--- src/rtl/mpra_pkg.sv ---
// Shared types, constants and codes for the pooled block allocator.
`default_nettype none

package mpra_pkg;

  // Defaults for the top-level parameters
  localparam int POOLS_DEF      = 4;
  localparam int BLOCKS_DEF     = 16;
  localparam int COUNT_BITS_DEF = 16;

  // Per-block header added to every allocate request
  localparam int HEADER_BYTES = 16;

  // Configuration register file: four size registers, then four watermarks
  localparam int SIZE_REGS = 4;
  localparam int SIZE_W    = 16;
  localparam int TOTAL_W   = SIZE_W + 1;
  localparam int PCT_W     = 7;
  localparam int CFG_IDX_W = 3;
  localparam int REG_SEL_W = 2;

  localparam logic [CFG_IDX_W-1:0] CFG_PCT_BASE = 3'd4;

  localparam logic [PCT_W-1:0] PCT_FULL  = 7'd100;
  localparam logic [PCT_W-1:0] PCT_OFF   = 7'd101;
  localparam int               PCT_SCALE = 100;

  typedef enum logic [2:0] {
    MODE_ALLOC      = 3'd0,
    MODE_ADD_REF    = 3'd1,
    MODE_DROP_REF   = 3'd2,
    MODE_READ_COUNT = 3'd3,
    MODE_USAGE      = 3'd4
  } mode_t;

  typedef enum logic [2:0] {
    ST_OK         = 3'd0,
    ST_BAD_REQ    = 3'd1,
    ST_NO_MEM     = 3'd2,
    ST_TOO_LARGE  = 3'd3,
    ST_BAD_HANDLE = 3'd4,
    ST_COUNT_FULL = 3'd5
  } status_t;

  typedef enum logic [2:0] {
    S_IDLE,
    S_SCAN,
    S_COMMIT,
    S_EXEC,
    S_DONE
  } state_t;

  // Request item
  typedef struct packed {
    logic [2:0]  mode;
    logic [15:0] req_bytes;
    logic        has_handle;
    logic [1:0]  handle_pool;
    logic [3:0]  handle_slot;
  } req_t;

  // Result item
  typedef struct packed {
    logic [2:0]  status;
    logic [1:0]  out_pool;
    logic [3:0]  out_slot;
    logic [15:0] refs;
    logic        freed;
    logic [4:0]  used_blocks;
    logic [4:0]  total_blocks;
    logic        alarm_hit;
    logic [6:0]  alarm_pct;
  } rsp_t;

  // Update command for the slot occupancy map
  typedef struct packed {
    logic claim;
    logic drop;
  } map_op_t;

endpackage

`default_nettype wire

--- src/rtl/mpra_count_ram.sv ---
// Reference count memory: one write port, one registered read port.
`default_nettype none

module mpra_count_ram #(
  parameter int  DEPTH = 64,
  parameter int  WIDTH = 16,
  localparam int AW    = (DEPTH > 1) ? $clog2(DEPTH) : 1
) (
  input  logic             clk,
  input  logic             write,
  input  logic [AW-1:0]    waddr,
  input  logic [WIDTH-1:0] wdata,
  input  logic [AW-1:0]    raddr,
  output logic [WIDTH-1:0] rdata
);

  logic [WIDTH-1:0] mem [DEPTH];

  // Write and registered read
  always_ff @(posedge clk) begin
    if (write) begin
      mem[waddr] <= wdata;
    end
    rdata <= mem[raddr];
  end

endmodule

`default_nettype wire

--- src/rtl/mpra_slot_map.sv ---
// Slot occupancy bits, per-pool usage counters and lowest-free-slot search.
`default_nettype none

module mpra_slot_map #(
  parameter int  POOLS           = 4,
  parameter int  BLOCKS_PER_POOL = 16,
  localparam int PW = (POOLS > 1) ? $clog2(POOLS) : 1,
  localparam int SW = (BLOCKS_PER_POOL > 1) ? $clog2(BLOCKS_PER_POOL) : 1,
  localparam int UW = $clog2(BLOCKS_PER_POOL + 1)
) (
  input  logic              clk,
  input  logic              rst,
  input  mpra_pkg::map_op_t op,
  input  logic [PW-1:0]     pool,
  input  logic [SW-1:0]     slot,
  output logic              busy,
  output logic [UW-1:0]     used,
  output logic              free_found,
  output logic [SW-1:0]     free_slot
);

  import mpra_pkg::*;

  logic [BLOCKS_PER_POOL-1:0] occ [POOLS];
  logic [UW-1:0]              cnt [POOLS];
  logic [BLOCKS_PER_POOL-1:0] row;
  logic                       pool_ok;

  // Select the addressed pool; pools past the end read as empty
  always_comb begin
    pool_ok = (int'(pool) < POOLS);
    row     = pool_ok ? occ[pool] : '0;
    used    = pool_ok ? cnt[pool] : '0;
    busy    = row[slot];
  end

  // Find the lowest free slot of the addressed pool
  always_comb begin
    free_found = 1'b0;
    free_slot  = '0;
    for (int s = BLOCKS_PER_POOL - 1; s >= 0; s--) begin
      if (!row[s]) begin
        free_found = 1'b1;
        free_slot  = SW'(s);
      end
    end
  end

  // Claim or drop a slot and track the pool's usage
  always_ff @(posedge clk) begin
    if (rst) begin
      for (int p = 0; p < POOLS; p++) begin
        occ[p] <= '0;
        cnt[p] <= '0;
      end
    end else if (op.claim) begin
      occ[pool][slot] <= 1'b1;
      cnt[pool]       <= cnt[pool] + UW'(1);
    end else if (op.drop) begin
      occ[pool][slot] <= 1'b0;
      if (cnt[pool] != '0) begin
        cnt[pool] <= cnt[pool] - UW'(1);
      end
    end
  end

endmodule

`default_nettype wire

--- src/rtl/multi_pool_refcount_block_allocator_unit.sv ---
// Top level of the reference-counted block allocator over fixed pools.
//
// One request is worked at a time. A count request (add, drop, read), a usage
// request or a rejected request holds the request port while the slot's count
// is read from the count memory, updated and formed into a result, and the
// result handed to the output register. An allocate holds it while the size
// comparator visits the pools, then, if one is placed, while its slot is
// claimed, and then until its result is handed over. The comparator visits
// one pool per cycle, first fitting pool with a free slot wins, at most POOLS.
// A result waiting on a stalled output holds the next request off.
// Slot occupancy lives in flip-flops cleared by reset, so no clearing pass is
// needed and the block takes requests right after reset.
`default_nettype none

module multi_pool_refcount_block_allocator_unit #(
  parameter int POOLS           = mpra_pkg::POOLS_DEF,
  parameter int BLOCKS_PER_POOL = mpra_pkg::BLOCKS_DEF,
  parameter int COUNT_BITS      = mpra_pkg::COUNT_BITS_DEF
) (
  input  logic                           clk,
  input  logic                           rst,
  input  logic                           req_valid,
  output logic                           req_stall,
  input  mpra_pkg::req_t                 req,
  output logic                           rsp_valid,
  input  logic                           rsp_stall,
  output mpra_pkg::rsp_t                 rsp,
  input  logic                           cfg_write,
  input  logic [mpra_pkg::CFG_IDX_W-1:0] cfg_index,
  input  logic [mpra_pkg::SIZE_W-1:0]    cfg_data
);

  import mpra_pkg::*;

  localparam int PW    = (POOLS > 1) ? $clog2(POOLS) : 1;
  localparam int SW    = (BLOCKS_PER_POOL > 1) ? $clog2(BLOCKS_PER_POOL) : 1;
  localparam int UW    = $clog2(BLOCKS_PER_POOL + 1);
  localparam int DEPTH = POOLS * BLOCKS_PER_POOL;
  localparam int AW    = (DEPTH > 1) ? $clog2(DEPTH) : 1;
  localparam int AMW   = UW + PCT_W;

  localparam logic [COUNT_BITS-1:0] CNT_MAX = {COUNT_BITS{1'b1}};

  state_t state, state_next;

  req_t                 cur;
  logic [TOTAL_W-1:0]   cur_total;
  logic [PW-1:0]        cur_pool, pool_next;
  logic [SW-1:0]        cur_slot, slot_next;
  rsp_t                 res, res_next;

  logic [SIZE_W-1:0]    pool_bytes [SIZE_REGS];
  logic [PCT_W-1:0]     pool_pct   [SIZE_REGS];
  logic [POOLS-1:0]     alarm_fired;

  logic                 req_accept;
  logic                 rsp_load;
  logic                 fire;
  logic                 handle_ok;
  logic                 last_pool;
  logic                 fits;
  logic [SIZE_W-1:0]    size_sel;
  logic [PCT_W-1:0]     pct_sel;
  logic [UW-1:0]        used_inc;
  logic [UW-1:0]        used_after;
  logic [AMW-1:0]       alarm_lhs;
  logic [AMW-1:0]       alarm_rhs;

  map_op_t              map_op;
  logic                 map_busy;
  logic [UW-1:0]        map_used;
  logic                 map_found;
  logic [SW-1:0]        map_free_slot;

  logic                 mem_write;
  logic [AW-1:0]        mem_waddr;
  logic [AW-1:0]        mem_raddr;
  logic [COUNT_BITS-1:0] mem_wdata;
  logic [COUNT_BITS-1:0] cnt_rd;
  logic [COUNT_BITS-1:0] cnt_now;
  logic [COUNT_BITS-1:0] cnt_new;

  mpra_slot_map #(
    .POOLS           (POOLS),
    .BLOCKS_PER_POOL (BLOCKS_PER_POOL)
  ) u_slot_map (
    .clk        (clk),
    .rst        (rst),
    .op         (map_op),
    .pool       (cur_pool),
    .slot       (cur_slot),
    .busy       (map_busy),
    .used       (map_used),
    .free_found (map_found),
    .free_slot  (map_free_slot)
  );

  mpra_count_ram #(
    .DEPTH (DEPTH),
    .WIDTH (COUNT_BITS)
  ) u_count_ram (
    .clk   (clk),
    .write (mem_write),
    .waddr (mem_waddr),
    .wdata (mem_wdata),
    .raddr (mem_raddr),
    .rdata (cnt_rd)
  );

  assign req_stall  = (state != S_IDLE);
  assign req_accept = req_valid && !req_stall;

  // Count memory addresses: read the handle's slot on transfer, write the current one
  assign mem_raddr = AW'(int'(req.handle_pool) * BLOCKS_PER_POOL + int'(req.handle_slot));
  assign mem_waddr = AW'(int'(cur_pool) * BLOCKS_PER_POOL + int'(cur_slot));

  // Free slots read as a zero count whatever the memory holds
  assign cnt_now = map_busy ? cnt_rd : '0;

  assign handle_ok = cur.has_handle && (int'(cur.handle_pool) < POOLS) &&
                     (int'(cur.handle_slot) < BLOCKS_PER_POOL);

  // Pool size and watermark of the pool under the comparator
  always_comb begin
    size_sel = '0;
    pct_sel  = PCT_OFF;
    for (int k = 0; k < SIZE_REGS; k++) begin
      if (int'(cur_pool) == k) begin
        size_sel = pool_bytes[k];
        pct_sel  = pool_pct[k];
      end
    end
  end

  assign fits      = (cur_total <= TOTAL_W'(size_sel));
  assign last_pool = (int'(cur_pool) == POOLS - 1);
  assign used_inc  = map_used + UW'(1);
  assign alarm_lhs = AMW'(used_inc) * AMW'(PCT_SCALE);
  assign alarm_rhs = AMW'(pct_sel) * AMW'(BLOCKS_PER_POOL);

  // State register
  always_ff @(posedge clk) begin
    if (rst) begin
      state <= S_IDLE;
    end else begin
      state <= state_next;
    end
  end

  // Sequencer: next state, memory and map commands, result fields
  always_comb begin
    state_next = state;
    pool_next  = cur_pool;
    slot_next  = cur_slot;
    res_next   = res;
    map_op     = '0;
    mem_write  = 1'b0;
    mem_wdata  = '0;
    cnt_new    = cnt_now;
    used_after = map_used;
    fire       = 1'b0;
    rsp_load   = 1'b0;

    unique case (state)
      S_IDLE: begin
        if (req_accept) begin
          res_next  = '0;
          slot_next = SW'(req.handle_slot);
          if (req.mode == MODE_ALLOC && req.req_bytes != '0) begin
            pool_next  = '0;
            state_next = S_SCAN;
          end else begin
            pool_next  = PW'(req.handle_pool);
            state_next = S_EXEC;
          end
        end
      end

      S_SCAN: begin
        // Visit one pool per cycle; full fitting pools pass the scan on
        if (fits && map_found) begin
          slot_next  = map_free_slot;
          state_next = S_COMMIT;
        end else if (last_pool) begin
          res_next.status = fits ? ST_NO_MEM : ST_TOO_LARGE;
          state_next      = S_DONE;
        end else begin
          pool_next = cur_pool + PW'(1);
        end
      end

      S_COMMIT: begin
        map_op.claim          = 1'b1;
        mem_write             = 1'b1;
        mem_wdata             = COUNT_BITS'(1);
        res_next.status       = ST_OK;
        res_next.out_pool     = 2'(cur_pool);
        res_next.out_slot     = 4'(cur_slot);
        res_next.refs         = 16'(1);
        res_next.used_blocks  = 5'(used_inc);
        res_next.total_blocks = 5'(BLOCKS_PER_POOL);
        // Fire the watermark once until it is rewritten
        if (pct_sel <= PCT_FULL && !alarm_fired[cur_pool] && alarm_lhs >= alarm_rhs) begin
          fire               = 1'b1;
          res_next.alarm_hit = 1'b1;
          res_next.alarm_pct = pct_sel;
        end
        state_next = S_DONE;
      end

      S_EXEC: begin
        case (cur.mode) inside
          MODE_ADD_REF, MODE_DROP_REF, MODE_READ_COUNT: begin
            if (cur.mode == MODE_DROP_REF && !cur.has_handle) begin
              res_next.status = ST_OK;
            end else if (!handle_ok) begin
              res_next.status = ST_BAD_HANDLE;
            end else if (cur.mode != MODE_READ_COUNT && cnt_now == '0) begin
              res_next.status = ST_BAD_HANDLE;
            end else begin
              res_next.out_pool     = cur.handle_pool;
              res_next.out_slot     = cur.handle_slot;
              res_next.total_blocks = 5'(BLOCKS_PER_POOL);
              if (cur.mode == MODE_ADD_REF) begin
                if (cnt_now == CNT_MAX) begin
                  res_next.status = ST_COUNT_FULL;
                end else begin
                  cnt_new   = cnt_now + COUNT_BITS'(1);
                  mem_write = 1'b1;
                end
              end else if (cur.mode == MODE_DROP_REF) begin
                cnt_new   = cnt_now - COUNT_BITS'(1);
                mem_write = 1'b1;
                if (cnt_new == '0) begin
                  res_next.freed = 1'b1;
                  map_op.drop    = 1'b1;
                  if (map_used != '0) begin
                    used_after = map_used - UW'(1);
                  end
                end
              end
              mem_wdata            = cnt_new;
              res_next.refs        = 16'(cnt_new);
              res_next.used_blocks = 5'(used_after);
            end
          end
          MODE_USAGE: begin
            if (int'(cur.handle_pool) >= POOLS) begin
              res_next.status = ST_BAD_REQ;
            end else begin
              res_next.out_pool     = cur.handle_pool;
              res_next.used_blocks  = 5'(map_used);
              res_next.total_blocks = 5'(BLOCKS_PER_POOL);
            end
          end
          default: begin
            res_next.status = ST_BAD_REQ;
          end
        endcase
        state_next = S_DONE;
      end

      S_DONE: begin
        // Hand the result over once the output register is free
        if (!rsp_valid || !rsp_stall) begin
          rsp_load   = 1'b1;
          state_next = S_IDLE;
        end
      end

      default: begin
        state_next = S_IDLE;
      end
    endcase
  end

  // Working registers of the current request
  always_ff @(posedge clk) begin
    if (req_accept) begin
      cur       <= req;
      cur_total <= TOTAL_W'(req.req_bytes) + TOTAL_W'(HEADER_BYTES);
    end
    if (rst) begin
      cur_pool <= '0;
      cur_slot <= '0;
    end else begin
      cur_pool <= pool_next;
      cur_slot <= slot_next;
    end
    res      <= res_next;
  end

  // Output register
  always_ff @(posedge clk) begin
    if (rst) begin
      rsp_valid <= 1'b0;
    end else if (rsp_load) begin
      rsp_valid <= 1'b1;
    end else if (!rsp_stall) begin
      rsp_valid <= 1'b0;
    end
  end

  always_ff @(posedge clk) begin
    if (rsp_load) begin
      rsp <= res;
    end
  end

  // Configuration registers
  always_ff @(posedge clk) begin
    if (rst) begin
      for (int k = 0; k < SIZE_REGS; k++) begin
        pool_bytes[k] <= '0;
        pool_pct[k]   <= PCT_OFF;
      end
    end else if (cfg_write) begin
      if (cfg_index < CFG_PCT_BASE) begin
        pool_bytes[REG_SEL_W'(cfg_index)] <= cfg_data;
      end else begin
        pool_pct[REG_SEL_W'(cfg_index - CFG_PCT_BASE)] <= cfg_data[PCT_W-1:0];
      end
    end
  end

  // Watermark flags: set on firing, rearm on a watermark write
  always_ff @(posedge clk) begin
    if (rst) begin
      alarm_fired <= '0;
    end else begin
      for (int k = 0; k < POOLS; k++) begin
        if (fire && int'(cur_pool) == k) begin
          alarm_fired[k] <= 1'b1;
        end
        if (cfg_write && cfg_index >= CFG_PCT_BASE &&
            int'(REG_SEL_W'(cfg_index - CFG_PCT_BASE)) == k) begin
          alarm_fired[k] <= 1'b0;
        end
      end
    end
  end

  // A committed allocation leaves its slot marked busy
  assert property (@(posedge clk) disable iff (rst)
    (state == S_COMMIT) |=> map_busy)
    else $error("allocated slot not marked busy");

  // The pool scan never runs past the last pool
  assert property (@(posedge clk) disable iff (rst)
    (state == S_SCAN) |-> (int'(cur_pool) < POOLS))
    else $error("pool scan past last pool");

  // A release always reports success with a zero count
  assert property (@(posedge clk) disable iff (rst)
    (rsp_valid && rsp.freed) |-> (rsp.status == ST_OK && rsp.refs == '0))
    else $error("freed result with bad status or count");

  // Watermark results come only from successful allocations within range
  assert property (@(posedge clk) disable iff (rst)
    (rsp_valid && rsp.alarm_hit) |-> (rsp.status == ST_OK && rsp.alarm_pct <= PCT_FULL))
    else $error("watermark reported out of range");

  // Pool usage never exceeds the pool's block count
  assert property (@(posedge clk) disable iff (rst)
    map_used <= UW'(BLOCKS_PER_POOL))
    else $error("pool usage overflow");

endmodule

`default_nettype wire

--- config.mk ---
export PLATFORM = sky130hd
export DESIGN_NAME = multi_pool_refcount_block_allocator_unit
export DESIGN_NICKNAME = d
export VERILOG_FILES = /design/src/rtl/mpra_pkg.sv /design/src/rtl/mpra_count_ram.sv /design/src/rtl/mpra_slot_map.sv /design/src/rtl/multi_pool_refcount_block_allocator_unit.sv
export SDC_FILE = /design/constraint.sdc
export NUM_CORES = 1
export LEC_CHECK = 0
export BUFFER_PORTS_ARGS = -buffer_cell sky130_fd_sc_hd__buf_2
export CAP_MARGIN = 20
export CORE_UTILIZATION = 35
export CTS_BUF_LIST = sky130_fd_sc_hd__clkbuf_8 sky130_fd_sc_hd__clkbuf_16
export DETAILED_ROUTE_END_ITERATION = 8
export GPL_ROUTABILITY_DRIVEN = 0
export PLACE_DENSITY_LB_ADDON = 0.05
export SLEW_MARGIN = 25
export SYNTH_ARGS = -nofsm -noshare
export SYNTH_HDL_FRONTEND = slang
export SYNTH_HIERARCHICAL = 1
export SYNTH_SLANG_ARGS = --single-unit
--- constraint.sdc ---
create_clock -name clk -period 7.1 [get_ports clk]
set_clock_uncertainty 0.1 [all_clocks]
set_input_delay 0.355 -clock clk [delete_from_list [all_inputs] [get_ports clk]]
set_output_delay 0.355 -clock clk [all_outputs]
set_load 0.01 [all_outputs]
==> reports/summary.txt, run 1 <==
Finished Cell Area -> 64100 um2
startpoint types -> flip-flop
critical path's largest stage delay -> 0.77 ns
initial antenna violation count -> 7
PnR worst setup slack -> 0.328 ns
CP max FO -> 17
initial core utilization -> 35.2%
sequential fraction of the synthesis area -> 71.5%
Worst Tran Pin Value -> 1.12 ns
count of final setup violators -> 0
Yosys top cell by area -> edfxtp_1
Synth Flop Type -> edfxtp_1
CP arrival -> 7.15 ns
row cnt -> 146
CTS resizes -> 0
DP Area -> 59000 um2
Clock Latency Late Sink -> 0.77 ns
Crit path required time -> 7.48 ns
Register Area -> 39900 um2
HPWL after DPL -> 98800 um
Yosys top cell area share -> 70.4%
largest net degree at the start of global routing -> 76
Reg2Reg Setup Slack -> 0.33 ns
Commonest cells post-synth -> edfxtp_1 (1307), nor2_1 (329), mux4_2 (233)
core footprint -> 158000 um2
synth-to-layout area growth -> 15.1%
Avg Cell Area, Syn -> 17.2 um2
WL per Instance -> 27.8 um
DR vias -> 30635
CP endpoint kind -> flip-flop
fraction of registers with async set/reset -> 0%
multi-input combinational cell area -> 14700 um2
Die Y -> 401 um
post-CTS setup buffers -> 0
DRC errors left -> 0
critical-path cell list -> mux4_1, nand2_1, o21ai_0, a221oi_1, o221ai_2, nand2_1, ha_1, and3_2, o21ai_0, a211oi_2, o2111ai_2, nor4_4, and3_2, nand2_1, a21oi_2, inv_1, fa_1, nor2b_1, o21ai_0, nor3b_1, o21ai_0, a21oi_1
crit-path most repeated cell -> o21ai_0
Total Wirelength -> 158000 um
clock sinks -> 1337
Post-Syn Instances -> 3248
GRT overflow -> 0
synthesis-stage register bit count -> 1337
Tmin final -> 6.77 ns
DR iter-0 viols -> 2611
Leak -> 19.2 nW
Post-Synth Adder-Cell Area -> 1.24%
1st-pass router iterations -> 5
MaxCap Viol Count -> 0
# nets final -> 3583
CTS tree -> done
power density over the cells -> 281 nW/um2
final hold vios -> 0
fmax -> 148 MHz
final critical-path share of the clock period -> 95.4%
WP buf/inv -> 1
vias in the first global route -> 31667
most numerous cell in the Yosys netlist -> edfxtp_1
complex-gate fraction of the synthesized area -> 5.63%
setup TNS -> 0 ns
mux share of post-synthesis cell area -> 12.2%
main combinational cell family by area after synthesis -> multiplexers
WS Path Type -> flip-flop to flip-flop
Mapped Area -> 55700 um2
maximum VDD drop -> 0.211 mV
delay-heaviest family, CP -> compound AO/OA/AOI/OAI gates
Die X -> 401 um
Hold WC Path Type -> input pin to flip-flop
Layout Utilization -> 40.5%
FILL cells -> 14300
Synth cell types -> 89
H-tree levels -> 4
CTS buffer count -> 151
antenna-violating nets left -> 0
Die Area -> 161000 um2
via density per instance -> 5.40
post-synthesis simple-gate area fraction -> 6.50%
Post-Synth XOR/XNOR Area -> 0.487%
Critical-path top delay cell -> mux4_1
RSZ-0062 raised after global routing -> no
gr usage total -> 19.6%
clk slew on worst S/H paths -> 0.06 ns
Area contributors post-synth -> edfxtp_1 (70%), mux4_2 (9.4%), nor2_1 (2.2%), mux2i_1 (1.9%), ha_1 (1.2%)
root buffer cell -> clkbuf_16
max-slew violation count -> 0
outcome -> completed
global-route wire length before repair -> 229000 um
Slew HR -> 25.5%
Port Buffers -> 91
EDFF count, synth -> 1307
CTS Buffer Depth -> 3
Post-Place Worst Slack -> 0.519 ns
Top Ports -> 96
hold_buf cts -> 50
fraction of layout cells with a size suffix above 1 -> 20.8%
Yosys warnings -> 6
PnR Total Power -> 0.0180 W
==> placed cells by master, fill, tap and decap left out, types with 68 or more instances in the layout <==
cell / n
edfxtp_1: 1307
inv_1: 109
buf_2: 88
buf_4: 124
a22oi_1: 68
mux4_2: 233
nor2_1: 304
a21oi_1: 84
clkbuf_16: 151
nand2_1: 125
mux2i_1: 106
==> per-layer routing <==
| metal | share of wire, % | GRT usage, % | up-vias |
|---|---|---|---|
| li1 | - | - | 13448 |
| met1 | 47 | 28.3 | 16255 |
| met2 | 46 | 30.9 | 737 |
| met3 | 4.5 | 3.16 | 195 |
| met4 | 2.1 | 4.85 | 0 |
| met5 | 0 | 0 | - |
==> worst paths after layout <==
check | from | end | cells after the start
max reg2reg | cur_pool[0]$_SDFFE_PP0P_ | u_slot_map/cnt[1][4]$_SDFFCE_PN0P_ | 22
min | req[1] | cur[1]$_DFFE_PP_ | 1
max | cur_pool[0]$_SDFFE_PP0P_ | u_slot_map/cnt[1][4]$_SDFFCE_PN0P_ | 22
min reg2reg | res[0]$_SDFFCE_PN0P_ | rsp[0]$_DFFE_PP_ | 0
==> flip-flops by register name, summed over array words and instances (netlist names), 2 cells and up <==
name	flops
alarm_fired	4
pool_pct	28
res	40
cur	9
u_slot_map/occ	64
u_count_ram/mem	1024
state	3
u_slot_map/cnt	20
cur_total	17
cur_pool	2
cur_slot	4
pool_bytes	64
rsp	40
u_count_ram/rdata	16
==> layout make-up <==
class | instances | share of cell area [%]
timing repair buffer | 274 | 3.26
multi-input combinational | 1651 | 23.0
sequential | 1337 | 62.2
tap | 2072 | 4.04
clock inverter | 118 | 1.16
antenna | 4 | 0.0156
clock buffer | 156 | 6.00
inverter | 64 | 0.375
==> stage by stage <==
stage | cells | hold WS (ns)
after CTS | 5670 | 0.0128
after global placement | 5346 | 0.309
after floorplan | 3251 | 0.300
after detailed placement | 5346 | 0.305
final | 5676 | 0.0669
after global routing | 5672 | 0.0197
==> kinds of logic after synthesis <==
kind of cell / Yosys count
DFF: 1337
and+or+nand+nor: 750
AOI/OAI and AO/OA: 445
muxes: 367
buffers and inverters: 263
adders and majority gates: 54
xor gates and xnor gates: 31
other: 1
==> where the power goes <==
part / internal [W] / switching [W] / leakage (nW)
Clock: 0.00407 / 0.00314 / 2.44
Sequential: 0.00881 / 0.000110 / 10.6
Combinational: 0.000654 / 0.00120 / 6.17
Note: power is estimated with default switching activity, not from simulation.
==> run 2, diff against run 1 <==
--- a/config.mk
+++ b/config.mk
@@ -15,5 +15,4 @@
 export SLEW_MARGIN = 25
 export SYNTH_ARGS = -nofsm -noshare
 export SYNTH_HDL_FRONTEND = slang
-export SYNTH_HIERARCHICAL = 1
 export SYNTH_SLANG_ARGS = --single-unit
==> run 2 against run 1 <==
Effect of this change:
- wire length fell by 1.4%
- sequential share of layout area up 0.38 points
- combinational power is 25% higher
- die area shrank 0.97%
- utilization grew 0.26 points
- largest power group unchanged
==> reports/summary.txt, run 2 <==
Critical-path top delay cell -> mux4_2
synthesis-stage register bit count -> 1339 (+0.15%)
startpoint types -> flip-flop
Top Ports -> 96 (unchanged)
synth-to-layout area growth -> 15.6%
Yosys warnings -> 0 (-6)
final critical-path share of the clock period -> 80.8% (-15 points)
H-tree levels -> 4 (unchanged)
CTS Buffer Depth -> 3 (unchanged)
HPWL after DPL -> 91500 um (-7.3%)
Post-Syn Instances -> 3026 (-6.8%)
vias in the first global route -> 30317 (-4.3%)
Yosys top cell area share -> 71.1% (+0.69 points)
Tmin final -> 5.73 ns (-1.04 ns)
fraction of registers with async set/reset -> 0% (unchanged)
Synth cell types -> 81 (-9.0%)
# nets final -> 3362 (-6.2%)
MaxCap Viol Count -> 0 (unchanged)
largest net degree at the start of global routing -> 123 (+62%)
multi-input combinational cell area -> 14600 um2 (-0.87%)
antenna-violating nets left -> 0 (unchanged)
Avg Cell Area, Syn -> 18.2 um2 (+6.3%)
FILL cells -> 14055 (-1.7%)
DR vias -> 29178 (-4.8%)
Die X -> 399 um (-0.48%)
Port Buffers -> 91 (unchanged)
Crit path required time -> 7.45 ns (-0.03 ns)
max-slew violation count -> 0 (unchanged)
sequential fraction of the synthesis area -> 72.3% (+0.77 points)
Area contributors post-synth -> edfxtp_1 (71%), mux4_2 (15%), nor2_1 (2.2%), dfxtp_1 (1.2%), ha_1 (1.2%)
most common cell after layout, fill and taps aside -> edfxtp_1
critical-path cell list -> buf_4, mux4_2, mux4_2, a22oi_1, a22oi_2, nand2_1, ha_1, or4b_2, nor3_1, nand4_1, nor4b_2, nand3_1, a21oi_2, a21o_1
Hold WC Path Type -> input pin to flip-flop
gr usage total -> 19.7% (+0.11 points)
CP max FO -> 24 (+7)
DRC errors left -> 0 (unchanged)
final hold vios -> 0 (unchanged)
Largest regs -> u_count_ram.mem: 1024 flops, pool_bytes: 64 flops, u_slot_map.occ: 64 flops
RSZ-0062 raised after global routing -> no
critical path's largest stage delay -> 0.62 ns (-0.15 ns)
GRT overflow -> 0 (unchanged)
most flop-heavy register -> u_count_ram.mem
row cnt -> 145 (-0.68%)
setup TNS -> 0 ns (unchanged)
Worst Tran Pin Value -> 1.04 ns (-0.0750 ns)
CTS buffer count -> 151 (unchanged)
EDFF count, synth -> 1307 (unchanged)
Worst Reg-to-Reg Cells -> 14 (-36%)
fmax -> 174 MHz (+18%)
initial core utilization -> 35.3% (+0.063 points)
1st-pass router iterations -> 5 (unchanged)
WL per Instance -> 28.6 um (+2.9%)
crit-path most repeated cell -> mux4_2
maximum VDD drop -> 0.241 mV (+14%)
global-route wire length before repair -> 222000 um (-3.1%)
Layout Utilization -> 40.8% (+0.26 points)
Die Area -> 159000 um2 (-0.97%)
clk slew on worst S/H paths -> 0.06 ns (about the same)
Clock Latency Late Sink -> 0.76 ns (about the same)
worst hold path depth -> 1 (unchanged)
commonest cells after routing, fill and taps aside -> edfxtp_1 (1307), mux4_2 (361), nor2_1 (267)
Commonest cells post-synth -> edfxtp_1 (1307), mux4_2 (361), nor2_1 (326)
power density over the cells -> 291 nW/um2 (+3.6%)
outcome -> completed
Slew HR -> 30.5% (+5.0 points)
Leak -> 18.7 nW (-2.3%)
root buffer cell -> clkbuf_16
CP endpoint kind -> flip-flop
Die Y -> 399 um (-0.48%)
WS Path Type -> flip-flop to flip-flop
Reg2Reg Setup Slack -> 1.37 ns (+1.04 ns)
via density per instance -> 5.36 (-0.62%)
initial antenna violation count -> 2 (-5)
core footprint -> 156000 um2 (-1.1%)
clock sinks -> 1339 (+0.15%)
Largest register FFs -> 1024 (unchanged)
most numerous cell in the Yosys netlist -> edfxtp_1
Mapped Area -> 55200 um2 (-0.97%)
Total Wirelength -> 156000 um (-1.4%)
fraction of layout cells with a size suffix above 1 -> 25.5% (+4.7 points)
Synth Flop Type -> edfxtp_1
Yosys top cell by area -> edfxtp_1
count of final setup violators -> 0 (unchanged)
DR iter-0 viols -> 2588 (-0.88%)
CTS tree -> done
CP arrival -> 6.09 ns (-1.06 ns)
Register Area -> 39900 um2 (about the same)
==> run 2: changes by cell type after synthesis, sizes merged, moves of 13 or more <==
cell	change
clkbuf	+20
a311oi	-16
a22oi	-58
mux2i	-93
o21ai	-15
a221o	-15
nand3	-22
a211oi	-13
nor2b	-27
a21oi	+13
mux4	+116
buf	-37
a221oi	-25
==> run 2: power by group <==
group / internal [W] / switching (W) / leakage (nW)
clock: 0.00406 / 0.00312 / 2.36
combinational: 0.000804 / 0.00151 / 5.77
sequential: 0.00893 / 0.000103 / 10.6
==> run 2: layer usage <==
metal	GRT usage (%)	wire [um]	share of wire, %	up-vias
met5	0	0	0	-
met4	5.17	3690	2.4	0
met3	3.02	6410	4.1	227
met2	34.4	80100	52	758
met1	25.6	65300	42	15583
li1	-	-	-	12610
==> run 2: cells by family (layout without fill, tap and decap cells) <==
| logic type | after synthesis | count (layout) | synth area share, % |
|---|---|---|---|
| xor+xnor | 24 | 24 | 0.381 |
| mux | 379 | 379 | 15.1 |
| fa+ha+maj | 52 | 52 | 1.19 |
| flops | 1339 | 1339 | 72.3 |
| compound gates | 321 | 321 | 3.81 |
| simple gates | 662 | 662 | 5.41 |
| buf+inv | 248 | 596 | 1.83 |
| other cells | 1 | 9 | 0.00680 |
==> run 2: final cells by class <==
cell class | count | area share, %
sequential | 1339 | 62.5
multi-input combinational | 1442 | 22.9
clock buffer | 154 | 6.04
tap | 2058 | 4.04
timing repair buffer | 260 | 3.04
clock inverter | 116 | 1.03
inverter | 66 | 0.388
antenna | 5 | 0.0196
==> run 2: worst paths after layout <==
kind,startpoint,end
setup / recovery,flip-flop,u_slot_map.occ[3][5]$_DFFE_PP_
hold / removal,req[2],cur[2]$_DFFE_PP_
setup reg to reg,flip-flop,u_slot_map.occ[3][5]$_DFFE_PP_
hold reg to reg,res[27]$_DFFE_PP_,rsp[27]$_DFFE_PP_
==> run 2: worst max-delay path, delay by kind of cell (launching register included) <==
family / cells / cell delay, ns
buffers and inverters: 1 / 0.40
flip-flops: 1 / 0.30
multiplexers: 2 / 1.11
AND/OR/NAND/NOR: 6 / 2.04
AO/OA/AOI/OAI: 4 / 1.24
adder cells (fa/ha/maj): 1 / 0.18
==> run 2: metrics by stage <==
stage	setup slack [ns]	hold slack, ns	instance area (um2)	instances	power, W
global placement	1.41	0.303	58700	5115	0.0115
floorplan	0.447	0.300	55200	3029	0.0107
detailed placement	1.37	0.305	58700	5115	0.0115
CTS	1.33	0.0593	63800	5435	0.0188
global route	0.918	0.0945	63800	5435	0.0193
finish	1.37	0.0989	63800	5440	0.0185
==> run 2: repair_timing <==
action                                 4_1_cts  5_1_grt
gates resized for setup                      0        0
setup buffers                                0        0
endpoints found under the hold margin      129        0
hold buffers                                50        0
